File: src/sv/nwst_pkg.sv
// Shared types, constants and the tanh table of the neuron weighted-sum unit.
`timescale 1ns / 1ps
package nwst_pkg;

  localparam int DATA_W    = 16;
  localparam int PROD_W    = 2 * DATA_W;
  localparam int ACC_W     = 40;
  localparam int SUM_W     = 24;
  localparam int ACT_W     = 16;
  localparam int FRAC_BITS = 12;
  localparam int IDX_W     = 6;
  localparam int CNT_CFG_W = 7;
  localparam int CFG_IDX_W = 2;

  localparam logic [CFG_IDX_W-1:0] CFG_BIAS        = 2'd0;
  localparam logic [CFG_IDX_W-1:0] CFG_INPUT_COUNT = 2'd1;

  localparam logic CMD_WRITE   = 1'b0;
  localparam logic CMD_ELEMENT = 1'b1;

  // element entering the datapath
  typedef struct packed {
    logic                     vld;
    logic                     last;
    logic                     acc_en;
    logic                     err;
    logic signed [DATA_W-1:0] value;
  } nwst_elem_t;

  // closed vector leaving the accumulator
  typedef struct packed {
    logic                    vld;
    logic                    err;
    logic signed [ACC_W-1:0] acc;
  } nwst_acc_t;

  // round(16384 * tanh(k/8)), k = 0..32
  function automatic logic [13:0] tanh_lut(input logic [5:0] k);
    logic [13:0] v;
    case (k)
      6'd0:  v = 14'd0;
      6'd1:  v = 14'd2037;
      6'd2:  v = 14'd4013;
      6'd3:  v = 14'd5871;
      6'd4:  v = 14'd7571;
      6'd5:  v = 14'd9087;
      6'd6:  v = 14'd10406;
      6'd7:  v = 14'd11533;
      6'd8:  v = 14'd12478;
      6'd9:  v = 14'd13260;
      6'd10: v = 14'd13898;
      6'd11: v = 14'd14415;
      6'd12: v = 14'd14830;
      6'd13: v = 14'd15161;
      6'd14: v = 14'd15423;
      6'd15: v = 14'd15631;
      6'd16: v = 14'd15795;
      6'd17: v = 14'd15923;
      6'd18: v = 14'd16024;
      6'd19: v = 14'd16103;
      6'd20: v = 14'd16165;
      6'd21: v = 14'd16213;
      6'd22: v = 14'd16251;
      6'd23: v = 14'd16280;
      6'd24: v = 14'd16303;
      6'd25: v = 14'd16321;
      6'd26: v = 14'd16335;
      6'd27: v = 14'd16346;
      6'd28: v = 14'd16354;
      6'd29: v = 14'd16361;
      6'd30: v = 14'd16366;
      6'd31: v = 14'd16370;
      6'd32: v = 14'd16373;
      default: v = 14'd0;
    endcase
    return v;
  endfunction

endpackage

File: src/sv/nwst_ram.sv
// Generic simple dual-port RAM, one write port, one registered read port.
`timescale 1ns / 1ps
module nwst_ram #(
  parameter int WIDTH = 16,
  parameter int DEPTH = 64
) (
  input  logic                                          clk,
  input  logic                                          we,
  input  logic [((DEPTH > 1) ? $clog2(DEPTH) : 1)-1:0] waddr,
  input  logic [WIDTH-1:0]                              wdata,
  input  logic                                          re,
  input  logic [((DEPTH > 1) ? $clog2(DEPTH) : 1)-1:0] raddr,
  output logic [WIDTH-1:0]                              rdata
);

  logic [WIDTH-1:0] mem [DEPTH];

  always_ff @(posedge clk) begin
    if (we) begin
      mem[waddr] <= wdata;
    end
    if (re) begin
      rdata <= mem[raddr];
    end
  end

endmodule

File: src/sv/nwst_mac.sv
// Weight store with per-entry valid bits, multiplier and saturating accumulator.
`timescale 1ns / 1ps
module nwst_mac #(
  parameter int DEPTH = 64
) (
  input  logic                                          clk,
  input  logic                                          rst,
  input  logic                                          advance,
  input  logic                                          wr_en,
  input  logic [((DEPTH > 1) ? $clog2(DEPTH) : 1)-1:0] wr_addr,
  input  logic [nwst_pkg::DATA_W-1:0]                   wr_data,
  input  logic [((DEPTH > 1) ? $clog2(DEPTH) : 1)-1:0] rd_addr,
  input  nwst_pkg::nwst_elem_t                          elem,
  output nwst_pkg::nwst_acc_t                           res
);
  import nwst_pkg::*;

  logic [DEPTH-1:0]         wvalid;
  logic                     rd_en;
  logic [DATA_W-1:0]        ram_q;
  logic                     p1_wv;
  nwst_elem_t               p1;
  nwst_elem_t               p2;
  logic signed [DATA_W-1:0] weight;
  logic signed [PROD_W-1:0] p2_prod;
  logic signed [ACC_W-1:0]  acc;
  logic signed [ACC_W:0]    acc_sum;
  logic signed [ACC_W-1:0]  acc_sat;
  logic signed [ACC_W-1:0]  acc_next;

  assign rd_en = advance && elem.vld;

  nwst_ram #(
    .WIDTH(DATA_W),
    .DEPTH(DEPTH)
  ) u_wram (
    .clk  (clk),
    .we   (wr_en),
    .waddr(wr_addr),
    .wdata(wr_data),
    .re   (rd_en),
    .raddr(rd_addr),
    .rdata(ram_q)
  );

  // never-written entries read as zero
  assign weight = p1_wv ? $signed(ram_q) : '0;

  assign acc_sum = {acc[ACC_W-1], acc} +
                   {{(ACC_W + 1 - PROD_W){p2_prod[PROD_W-1]}}, p2_prod};

  always_comb begin
    if (acc_sum[ACC_W] != acc_sum[ACC_W-1]) begin
      acc_sat = acc_sum[ACC_W] ? {1'b1, {(ACC_W - 1){1'b0}}} : {1'b0, {(ACC_W - 1){1'b1}}};
    end else begin
      acc_sat = acc_sum[ACC_W-1:0];
    end
    acc_next = p2.acc_en ? acc_sat : acc;
  end

  always_ff @(posedge clk) begin
    if (rst) begin
      wvalid <= '0;
    end else if (wr_en) begin
      wvalid[wr_addr] <= 1'b1;
    end
  end

  always_ff @(posedge clk) begin
    if (rd_en) begin
      p1_wv <= wvalid[rd_addr];
    end
  end

  always_ff @(posedge clk) begin
    if (rst) begin
      p1      <= '0;
      p2      <= '0;
      p2_prod <= '0;
      acc     <= '0;
      res     <= '0;
    end else if (advance) begin
      p1      <= elem;
      p2      <= p1;
      p2_prod <= weight * p1.value;
      res.vld <= p2.vld && p2.last;
      res.err <= p2.err;
      res.acc <= acc_next;
      if (p2.vld) begin
        acc <= p2.last ? '0 : acc_next;
      end
    end
  end

endmodule

File: src/sv/nwst_act.sv
// Bias add, Q12.12 rounding and saturation, tanh interpolation and output register.
`timescale 1ns / 1ps
module nwst_act (
  input  logic                                clk,
  input  logic                                rst,
  input  logic signed [nwst_pkg::DATA_W-1:0]  bias,
  input  nwst_pkg::nwst_acc_t                 acc_in,
  input  logic                                m_tready,
  output logic                                advance,
  output logic                                out_valid,
  output logic signed [nwst_pkg::SUM_W-1:0]   out_sum,
  output logic signed [nwst_pkg::ACT_W-1:0]   out_act,
  output logic                                out_err
);
  import nwst_pkg::*;

  localparam int WIDE_W = ACC_W + 2;
  localparam int SHR_W  = WIDE_W - FRAC_BITS;
  localparam logic [WIDE_W-1:0] HALF_LSB  = WIDE_W'(1) << (FRAC_BITS - 1);
  localparam logic [SUM_W-1:0]  TAIL_START = SUM_W'(16384);
  localparam logic [SUM_W-1:0]  SAT_START  = SUM_W'(20480);
  localparam logic [14:0] ONE_Q14    = 15'd16384;
  localparam logic [14:0] TAIL_BASE  = 15'd16373;
  localparam logic [11:0] TAIL_SLOPE = 12'd11;

  logic signed [WIDE_W-1:0] total;
  logic signed [SHR_W-1:0]  shifted;
  logic signed [SUM_W-1:0]  sum_sat;

  logic                    p4_vld;
  logic                    p4_err;
  logic signed [SUM_W-1:0] p4_sum;

  logic [SUM_W-1:0] mag;
  logic [4:0]       seg;
  logic [13:0]      lo;
  logic [13:0]      hi;
  logic [14:0]      base_c;
  logic [11:0]      delta_c;
  logic [11:0]      frac_c;
  logic             fine_c;

  logic                    p5_vld;
  logic                    p5_err;
  logic                    p5_neg;
  logic signed [SUM_W-1:0] p5_sum;
  logic [14:0]             p5_base;
  logic [11:0]             p5_delta;
  logic [11:0]             p5_frac;
  logic                    p5_fine;

  logic [23:0]             prod;
  logic [14:0]             inc;
  logic [14:0]             y;
  logic signed [ACT_W-1:0] act_c;
  logic                    load;
  logic signed [ACT_W-1:0] held;

  function automatic logic [23:0] delta_c_reg_mul(input logic [11:0] a, input logic [11:0] b);
    return a * b;
  endfunction

  assign total = {{2{acc_in.acc[ACC_W-1]}}, acc_in.acc} +
                 {{(WIDE_W - DATA_W - FRAC_BITS){bias[DATA_W-1]}}, bias, {FRAC_BITS{1'b0}}} +
                 HALF_LSB;
  assign shifted = total[WIDE_W-1:FRAC_BITS];

  always_comb begin
    if (shifted[SHR_W-1:SUM_W-1] == {(SHR_W - SUM_W + 1){shifted[SHR_W-1]}}) begin
      sum_sat = shifted[SUM_W-1:0];
    end else begin
      sum_sat = shifted[SHR_W-1] ? {1'b1, {(SUM_W - 1){1'b0}}} : {1'b0, {(SUM_W - 1){1'b1}}};
    end
  end

  // segment select: table interpolation below 4.0, linear tail to 5.0, flat above
  always_comb begin
    mag     = p4_sum[SUM_W-1] ? (~p4_sum + 1'b1) : p4_sum;
    seg     = mag[13:9];
    lo      = tanh_lut({1'b0, seg});
    hi      = tanh_lut({1'b0, seg} + 6'd1);
    base_c  = {1'b0, lo};
    delta_c = 12'(hi - lo);
    frac_c  = {3'b0, mag[8:0]};
    fine_c  = 1'b1;
    if (mag >= SAT_START) begin
      base_c  = ONE_Q14;
      delta_c = '0;
      frac_c  = '0;
      fine_c  = 1'b0;
    end else if (mag >= TAIL_START) begin
      base_c  = TAIL_BASE;
      delta_c = TAIL_SLOPE;
      frac_c  = mag[11:0];
      fine_c  = 1'b0;
    end
  end

  always_comb begin
    prod  = delta_c_reg_mul(p5_delta, p5_frac);
    inc   = p5_fine ? 15'((prod + 24'd256) >> 9) : 15'((prod + 24'd2048) >> 12);
    y     = p5_base + inc;
    act_c = p5_neg ? -$signed({1'b0, y}) : $signed({1'b0, y});
  end

  assign advance = !(p5_vld && out_valid && !m_tready);
  assign load    = advance && p5_vld;

  always_ff @(posedge clk) begin
    if (rst) begin
      p4_vld   <= 1'b0;
      p4_err   <= 1'b0;
      p4_sum   <= '0;
      p5_vld   <= 1'b0;
      p5_err   <= 1'b0;
      p5_neg   <= 1'b0;
      p5_sum   <= '0;
      p5_base  <= '0;
      p5_delta <= '0;
      p5_frac  <= '0;
      p5_fine  <= 1'b0;
    end else if (advance) begin
      p4_vld   <= acc_in.vld;
      p4_err   <= acc_in.err;
      p4_sum   <= sum_sat;
      p5_vld   <= p4_vld;
      p5_err   <= p4_err;
      p5_neg   <= p4_sum[SUM_W-1];
      p5_sum   <= p4_sum;
      p5_base  <= base_c;
      p5_delta <= delta_c;
      p5_frac  <= frac_c;
      p5_fine  <= fine_c;
    end
  end

  always_ff @(posedge clk) begin
    if (rst) begin
      out_valid <= 1'b0;
      out_sum   <= '0;
      out_act   <= '0;
      out_err   <= 1'b0;
      held      <= '0;
    end else if (load) begin
      out_valid <= 1'b1;
      out_sum   <= p5_err ? '0 : p5_sum;
      out_act   <= p5_err ? held : act_c;
      out_err   <= p5_err;
      if (!p5_err) begin
        held <= act_c;
      end
    end else if (m_tready) begin
      out_valid <= 1'b0;
    end
  end

endmodule

File: src/sv/neuron_weighted_sum_tanh_unit.sv
// Top level of the single-neuron weighted-sum and tanh unit.
//
// Slave stream: s_tuser is the command (write weight or present element),
// s_tdata carries index and value, s_tlast closes an input vector.
// Weight writes land in the weight store at the edge that takes the transaction;
// an element may follow a write to the same entry in the very next cycle.
// Elements multiply against the weight at the running element position.
// One item is taken every cycle while s_tready is high; the weight store read
// is addressed by the element counter and registered, then multiply, accumulate,
// bias/round, tanh segment select and interpolation each take one register.
// The result of a vector passes these registers after the transaction carrying
// s_tlast and then appears on the master stream: m_tdata holds weighted sum and
// activation, m_tuser the count error flag.
// The output register lets new items in while a result waits; the pipeline
// stalls only when a second result reaches the output while m_tready is low.
// Reset clears the weight store valid bits (weights read as zero), the
// accumulator, the element counter, the held activation and the registers.
// Configuration (bias, input_count) via cfg_*: user writes it only while idle, not enforced.
`timescale 1ns / 1ps
module neuron_weighted_sum_tanh_unit #(
  parameter int MAX_INPUTS = 64
) (
  input  logic                               clk,
  input  logic                               rst,
  input  logic                               s_tvalid,
  output logic                               s_tready,
  input  logic [23:0]                        s_tdata,   // index[5:0], value[21:6], zero pad
  input  logic                               s_tuser,   // command
  input  logic                               s_tlast,
  output logic                               m_tvalid,
  input  logic                               m_tready,
  output logic [39:0]                        m_tdata,   // weighted_sum[23:0], activation[39:24]
  output logic                               m_tuser,   // error
  input  logic                               cfg_valid,
  output logic                               cfg_ready,
  input  logic [nwst_pkg::CFG_IDX_W-1:0]     cfg_index,
  input  logic [nwst_pkg::DATA_W-1:0]        cfg_data
);
  import nwst_pkg::*;

  localparam int AW    = (MAX_INPUTS > 1) ? $clog2(MAX_INPUTS) : 1;
  localparam int CNT_W = $clog2(MAX_INPUTS + 2);

  logic signed [DATA_W-1:0] bias;
  logic [CNT_CFG_W-1:0]     input_count;
  logic [CNT_W-1:0]         count;
  logic [CNT_W-1:0]         cnt_after;

  logic [IDX_W-1:0]         in_index;
  logic [DATA_W-1:0]        in_value;
  logic                     in_acc;
  logic                     elem_acc;
  logic                     wr_en;
  logic                     acc_en;
  logic                     cnt_err;
  logic [AW-1:0]            rd_addr;
  nwst_elem_t               elem;
  nwst_acc_t                acc_res;
  logic                     advance;
  logic signed [SUM_W-1:0]  out_sum;
  logic signed [ACT_W-1:0]  out_act;

  assign in_index = s_tdata[IDX_W-1:0];
  assign in_value = s_tdata[IDX_W +: DATA_W];

  assign s_tready  = advance && !rst;
  assign cfg_ready = !rst;

  assign in_acc   = s_tvalid && s_tready;
  assign elem_acc = in_acc && (s_tuser == CMD_ELEMENT);
  assign wr_en    = in_acc && (s_tuser == CMD_WRITE) && (32'(in_index) < MAX_INPUTS);

  assign acc_en    = 32'(count) < MAX_INPUTS;
  assign cnt_after = (32'(count) <= MAX_INPUTS) ? count + CNT_W'(1) : count;
  assign cnt_err   = (input_count == '0) || (32'(input_count) > MAX_INPUTS) ||
                     (32'(cnt_after) != 32'(input_count));
  assign rd_addr   = acc_en ? count[AW-1:0] : '0;

  always_comb begin
    elem.vld    = elem_acc;
    elem.last   = s_tlast;
    elem.acc_en = acc_en;
    elem.err    = cnt_err;
    elem.value  = $signed(in_value);
  end

  always_ff @(posedge clk) begin
    if (rst) begin
      bias        <= '0;
      input_count <= CNT_CFG_W'(1);
    end else if (cfg_valid && cfg_ready) begin
      case (cfg_index)
        CFG_BIAS:        bias        <= $signed(cfg_data);
        CFG_INPUT_COUNT: input_count <= cfg_data[CNT_CFG_W-1:0];
        default: ;
      endcase
    end
  end

  always_ff @(posedge clk) begin
    if (rst) begin
      count <= '0;
    end else if (elem_acc) begin
      count <= s_tlast ? '0 : cnt_after;
    end
  end

  nwst_mac #(
    .DEPTH(MAX_INPUTS)
  ) u_mac (
    .clk    (clk),
    .rst    (rst),
    .advance(advance),
    .wr_en  (wr_en),
    .wr_addr(AW'(in_index)),
    .wr_data(in_value),
    .rd_addr(rd_addr),
    .elem   (elem),
    .res    (acc_res)
  );

  nwst_act u_act (
    .clk      (clk),
    .rst      (rst),
    .bias     (bias),
    .acc_in   (acc_res),
    .m_tready (m_tready),
    .advance  (advance),
    .out_valid(m_tvalid),
    .out_sum  (out_sum),
    .out_act  (out_act),
    .out_err  (m_tuser)
  );

  assign m_tdata = {out_act, out_sum};

  a_count_bound: assert property (@(posedge clk) disable iff (rst)
    32'(count) <= MAX_INPUTS + 1)
    else $error("element counter beyond saturation point");

  a_count_clear: assert property (@(posedge clk) disable iff (rst)
    elem_acc && s_tlast |=> count == '0)
    else $error("element counter not cleared after last element");

  a_act_range: assert property (@(posedge clk) disable iff (rst)
    m_tvalid && !m_tuser |->
      $signed(m_tdata[39:24]) <= 16'sd16384 && $signed(m_tdata[39:24]) >= -16'sd16384)
    else $error("activation outside Q1.14 unit range");

  a_act_sign: assert property (@(posedge clk) disable iff (rst)
    m_tvalid && !m_tuser && m_tdata[23] |-> m_tdata[39] || m_tdata[39:24] == '0)
    else $error("activation sign does not follow weighted sum");

endmodule
File: config.mk
export PLATFORM = sky130hd
export DESIGN_NAME = neuron_weighted_sum_tanh_unit
export DESIGN_NICKNAME = d
export VERILOG_FILES = /design/src/sv/nwst_pkg.sv /design/src/sv/nwst_ram.sv /design/src/sv/nwst_mac.sv /design/src/sv/nwst_act.sv /design/src/sv/neuron_weighted_sum_tanh_unit.sv
export SDC_FILE = /design/constraint.sdc
export NUM_CORES = 2
export LEC_CHECK = 0
export BUFFER_PORTS_ARGS = -buffer_cell sky130_fd_sc_hd__buf_2
export CAP_MARGIN = 15
export CORE_MARGIN = 5
export CORE_UTILIZATION = 65
export CTS_CLUSTER_SIZE = 30
export DETAILED_ROUTE_END_ITERATION = 8
export PLACE_DENSITY = 0.86
export SLEW_MARGIN = 30
export SYNTH_ARGS = -nofsm -noshare
export SYNTH_HDL_FRONTEND = slang
export SYNTH_HIERARCHICAL = 1
export SYNTH_SLANG_ARGS = --single-unit
export TNS_END_PERCENT = 100
File: constraint.sdc
create_clock -name clk -period 13.8 [get_ports clk]
set_input_delay 0.69 -clock clk [delete_from_list [all_inputs] [get_ports clk]]
set_output_delay 0.69 -clock clk [all_outputs]
set_load 0.01 [all_outputs]
# --- After elaboration in Yosys (flattened, before gate mapping) ---
# Memory sizes are Yosys's and may differ from the RTL's. A register that Yosys moved wholly into a read port is not among the register bits.
# Cells that the tools add are included.
totals:
  register_bits: 368
  ramBits: 1024
  romBits: 1344
  inputBits: 49
  n_memories: 3
op_classes:
  n_addsub: 11
  n_mul: 2
  order_cmp: 8
  eq_ne: 4
  muxes: 30
  n_bitwise: 5
  reduce_logical: 23
mem_list:
  columns: ["memory", "words", "word_bits", "rd", "rd_clocked_by_memory_dff", "wr", "line_no", "rtl"]
  rows:
  - ["u_mac.u_wram.mem", 64, 16, 1, 1, 1, "nwst_ram.sv:16", "logic [WIDTH-1:0] mem [DEPTH];"]
  - ["(name not given)", 64, 14, 1, 0, 0, "nwst_pkg.sv:40", "case (k)"]
  - ["(name not given)", 32, 14, 1, 0, 0, "nwst_pkg.sv:40", null]
op_table:
  columns: ["cell", "count"]
  rows:
  - ["2-to-1 mux 40 bit", 4]
  - ["2-to-1 mux 24 bit", 4]
  - ["bitwise OR 64 bit", 1]
  - [">= comparator 24 x 15 -> 1 bit, second input constant", 2]
  - ["2-to-1 mux 12 bit", 4]
  - ["adder 42 x 12 -> 42 bit, second input constant", 1]
  - ["adder 40 x 28 -> 41 bit", 1]
  - ["adder 40 x 32 -> 41 bit", 1]
  - ["multiplier 16 x 16 -> 32 bit", 1]
  - ["2-to-1 mux 16 bit", 2]
  - ["2-to-1 mux 15 bit", 2]
  - ["adder 24 x 1 -> 24 bit, second input constant", 1]
  - ["adder 24 x 12 -> 24 bit, second input constant", 1]
  - ["adder 24 x 9 -> 24 bit, second input constant", 1]
  - ["multiplier 12 x 12 -> 24 bit", 1]
  - ["NOT 24 bit", 1]
  - ["negator 15 -> 16 bit", 1]
  - ["adder 15 bit", 1]
  - ["less-than comparator 6 x 7 -> 1 bit, second input constant", 2]
  - ["2-to-1 mux 14 bit", 1]
  - ["2-to-1 mux 7 bit", 2]
  - ["subtractor 12 bit", 1]
  - ["logical AND 1 bit", 11]
  - ["2-to-1 mux 1 bit", 8]
  - ["20 further kinds", 28]

# --- Logic depth before layout (Yosys ltp) ---
depth:
  word_depth: 8
  ltp_mapped: 36

# --- By module ---
# The synthesis kept the hierarchy.
modules_own_cells:
  columns: ["mod", "instances", "cells_per_inst", "area_each_um2", "seq_area_each_um2"]
  rows:
  - ["nwst_ram", 1, 1829, 40202.3, 31230.0]
  - ["nwst_mac", 1, 2363, 20474.6, 4073.9]
  - ["nwst_act", 1, 1859, 14968.1, 2682.6]
  - ["neuron_weighted_sum_tanh_unit", 1, 184, 1493.9, 600.6]

# --- Least setup slack after synthesis ---
# OpenSTA, ideal clock, no wires.
synth_path:
  kind: "reg2reg"
  startpoint: "register u_act.p5_frac[5]"
  endpoint: "register u_act.held[14]"
  arrival_time_ns: 8.200
  slack_ns: 5.483
  stages_incl_launch_ff: 34
  synth_period_minus_slack_ns: 8.317
  cell_sequence: "dfxtp_1 clkbuf_1 nand2_1 fa_1 inv_1 fa_1 inv_1 fa_1 inv_1 fa_1 inv_1 fa_1 inv_1 ha_1 and3_1 a221oi_1 o21ai_2 o311ai_1 nand3b_1 nor3b_1 and3_1 xnor2_1 nor2_1 a21oi_1 ha_1 and3_1 a221o_1 a31oi_1 o21bai_1 a21oi_1 xnor2_1 o31ai_1 xnor2_1 a22o_1"
synth_between:
  elab_chain_len: 6
  word_cells_on_any_way: 7
  cone_classes: "add/sub (4); mul (1); mux (2)"
synth_rtl:
  columns: ["element", "line_no", "rtl"]
  rows:
  - ["start: declaration", "nwst_act.sv:49", "logic [11:0] p5_frac;"]
  - ["start signal: assignment", "nwst_act.sv:132", "p5_frac <= frac_c;"]
  - ["multiplier 12 x 12 -> 24 bit (*)", "nwst_act.sv:60", "return a * b;"]
  - ["adder 24 x 12 -> 24 bit or adder 24 x 9 -> 24 bit (tied branches)", "nwst_act.sv:101", "inc = p5_fine ? 15'((prod + 24'd256) >> 9) : 15'((prod + 24'd2048) >> 12);"]
  - ["2-to-1 mux 15 bit (*)", "nwst_act.sv:101", null]
  - ["adder 15 bit (*)", "nwst_act.sv:102", "y = p5_base + inc;"]
  - ["negator 15 -> 16 bit", "nwst_act.sv:103", "act_c = p5_neg ? -$signed({1'b0, y}) : $signed({1'b0, y});"]
  - ["2-to-1 mux 16 bit (*)", "nwst_act.sv:103", null]
  - ["end signal: assignment", "nwst_act.sv:150", "held <= act_c;"]
  - ["end: declaration", "nwst_act.sv:57", "logic signed [ACT_W-1:0] held;"]
# Mark *: on every way between the ends. The rest lies on a longest branch, timed or not.
# A chain may end at the register's enable or synchronous reset.

# --- Worst setup path in the final report ---
# Same ends and word-level chain as after synthesis.

==> metrics.txt <==
endpoint type of the worst setup path register; row cnt 126; Port Buffer Count 90; largest net degree at the start of global routing 140; clk buf depth 3; via count 52960; H-tree levels 4; Worst R2R Setup Slack 4540 ps; Clk Latency, worst-skew pair 800 ps; vias in the first global route 53150; Final Cell Area 82620 um^2; total gr overflow 0; Critical Path RT 14450 ps; Fin Setup TNS 0 ps; ANT nets after route 0; Startpoint Class register; CTS Buf Count 137; max_cap viols 0; gpl congestion 0.9563; post-cts sizing count 0; placed cell area 78230 um^2; per-cell routed wire length 27.00 um; Reg2Reg Capture Point u_act/held[14]$_SDFFE_PP0P_; nets 6822; Tcrit/Tclk final 0.6707; post-layout min period 9256 ps; Max FO, Critical Path 13; DR iter-0 viols 7679; number of top-level pins 93; Worst Path Buf+Inv 5; Slew Limit Headroom 0.2572; total die area 125000 um^2; slowest CP cell dfxtp_1; RR Startpoint u_act/p5_frac[5]$_SDFFE_PP0N_; Initial Util 0.6521; share of post-route cells with drive strength above 1 0.1275; Root Driver clkbuf_16; CTS tree done; Pre-Repair DR Iteration Count 6; first-pass GRT wire length 320.6 mm; Max stage delay on crit path 630 ps; outcome finished, final reports clean; core area 117600 um^2; initial antenna violation count 14; die span in y 353.5 um; Crit path depth 33; clock slew at reported path FFs 60 ps; Post-Syn Instances 6185; unrepaired setup endpoints after global routing no; # hold bufs at CTS 0; Fill cells 7353; final setup fails 0; Least-Margin Pin Slew 1113 ps; Max Fclk 0.1080 GHz; # DRC 0; Static Leak 31.11 nW; hpwl dp 128.3 mm; Critical Path AT 9910 ps; Setup CP Type register to register; Final Hold Viols 0; CTS Sinks 1396; GR Util All Layers 0.3342; area grow syn2layout 7.728%; post-synthesis net count 6849; CP Launch Point u_act/p5_frac[5]$_SDFFE_PP0N_; Post-Route WL 210.7 mm; Peak VDD IR 0.1750 mV; area of the mapped netlist 76700 um^2; Slew Viols, Final 0; die width 353.5 um; Reg2Reg Depth 33; Setup Fix Bufs, Post-CTS 0; vias per cell 6.787; worst setup path endpoint u_act/held[14]$_SDFFE_PP0P_; Worst path top cell family by delay adder cells; Worst Hold Class input pin to register; Setup Skew 57.09 ps; synth warn 6; WHS 171.3 ps; worst min-delay path startpoint cfg_data[13]; Pwr Density 131.3 nW/um^2; Mapped Avg Cell Area 12.40 um^2
-- worst min path at each step --
| stage | end | slack (ps) | cells past startpoint |
|---|---|---|---|
| finish | bias[13]$_SDFFE_PP0P_ | 170 | 3 |
| global route | bias[13]$_SDFFE_PP0P_ | 160 | 3 |
| CTS | bias[13]$_SDFFE_PP0P_ | 130 | 3 |
| detailed placement | u_mac/acc[7]$_SDFFE_PP0P_ | 440 | 2 |
| global placement | u_mac/acc[7]$_SDFFE_PP0P_ | 440 | 2 |
| floorplan | u_mac/acc[0]$_SDFFE_PP0P_ | 430 | 2 |
-- placed cells by master (no fill, tap or decap), types with 37 or more instances in the layout --
cell,instances
edfxtp_1,1041
nand2_1,567
inv_1,514
nor2_1,387
fa_1,365
dfxtp_1,355
a21oi_1,354
ha_1,250
mux4_2,244
clkbuf_16,142
and3_1,142
mux2i_1,137
o21ai_0,136
xnor2_1,120
buf_4,98
buf_2,88
and2_1,87
nand3_1,84
xor2_1,61
a21o_1,59
nor2b_1,55
nor3_1,54
a22oi_1,50
a22o_1,50
a211oi_1,46
a211o_1,37
-- metal layers --
layer  wire length (um)  part of all wire  global-route usage
met1              72440              0.34              0.4118
met2             100500              0.48              0.5459
met3              22510              0.11             0.07851
met4              15130             0.072              0.1945
met5                 81           0.00038                   0
-- sequential cells by signal, summed over array words and instances, names as in the netlist, 12 cells and up --
register            count
u_act/p5_base          15
bias                   16
u_mac/acc              40
u_act/held             16
u_act/out_sum          24
u_mac/p2_prod          32
u_act/p5_frac          12
u_mac/u_wram/mem     1024
u_mac/wvalid           64
u_mac/res              31
u_act/p4_sum           24
u_mac/u_wram/rdata     16
u_act/p5_sum           23
u_act/p5_delta         12
u_mac/p1               20
-- tightest hold or removal path: stages --
cell     delay [ps]
buf_2           100
nand2_1          50
a21oi_1          50
-- power breakdown --
part           leakage [nW]  internal, mW  switching [mW]
Sequential             12.2          4.60           0.151
Clock                  2.09          2.02            1.67
Combinational          16.8         0.939            1.46
Total                  31.1          7.56            3.29
-- per-stage QoR --
step | util | power [mW] | std cells | worst slack (ps)
floorplan | - | 6.623 | 6185 | 5483
global placement | 0.6644 | 7.084 | 7552 | 4763
detailed placement | 0.6652 | 7.174 | 7555 | 4599
CTS | 0.7018 | 10.82 | 7797 | 4546
global route | 0.7025 | 11.34 | 7801 | 4027
finish | 0.7025 | 10.85 | 7804 | 4544
-- cell type report --
class | count | area [um^2] | share of cell area
well taps | 1536 | 1922 | 0.02326
inverters | 519 | 1954 | 0.02365
diodes | 7 | 17.52 | 0.0002120
multi-input cells | 3911 | 34770 | 0.4208
flip-flops and latches | 1396 | 38370 | 0.4644
repair buffers | 193 | 1285 | 0.01555
clock inverters | 62 | 570.5 | 0.006905
clock buffers | 180 | 3736 | 0.04522
Power figures use the tool's default switching activity.
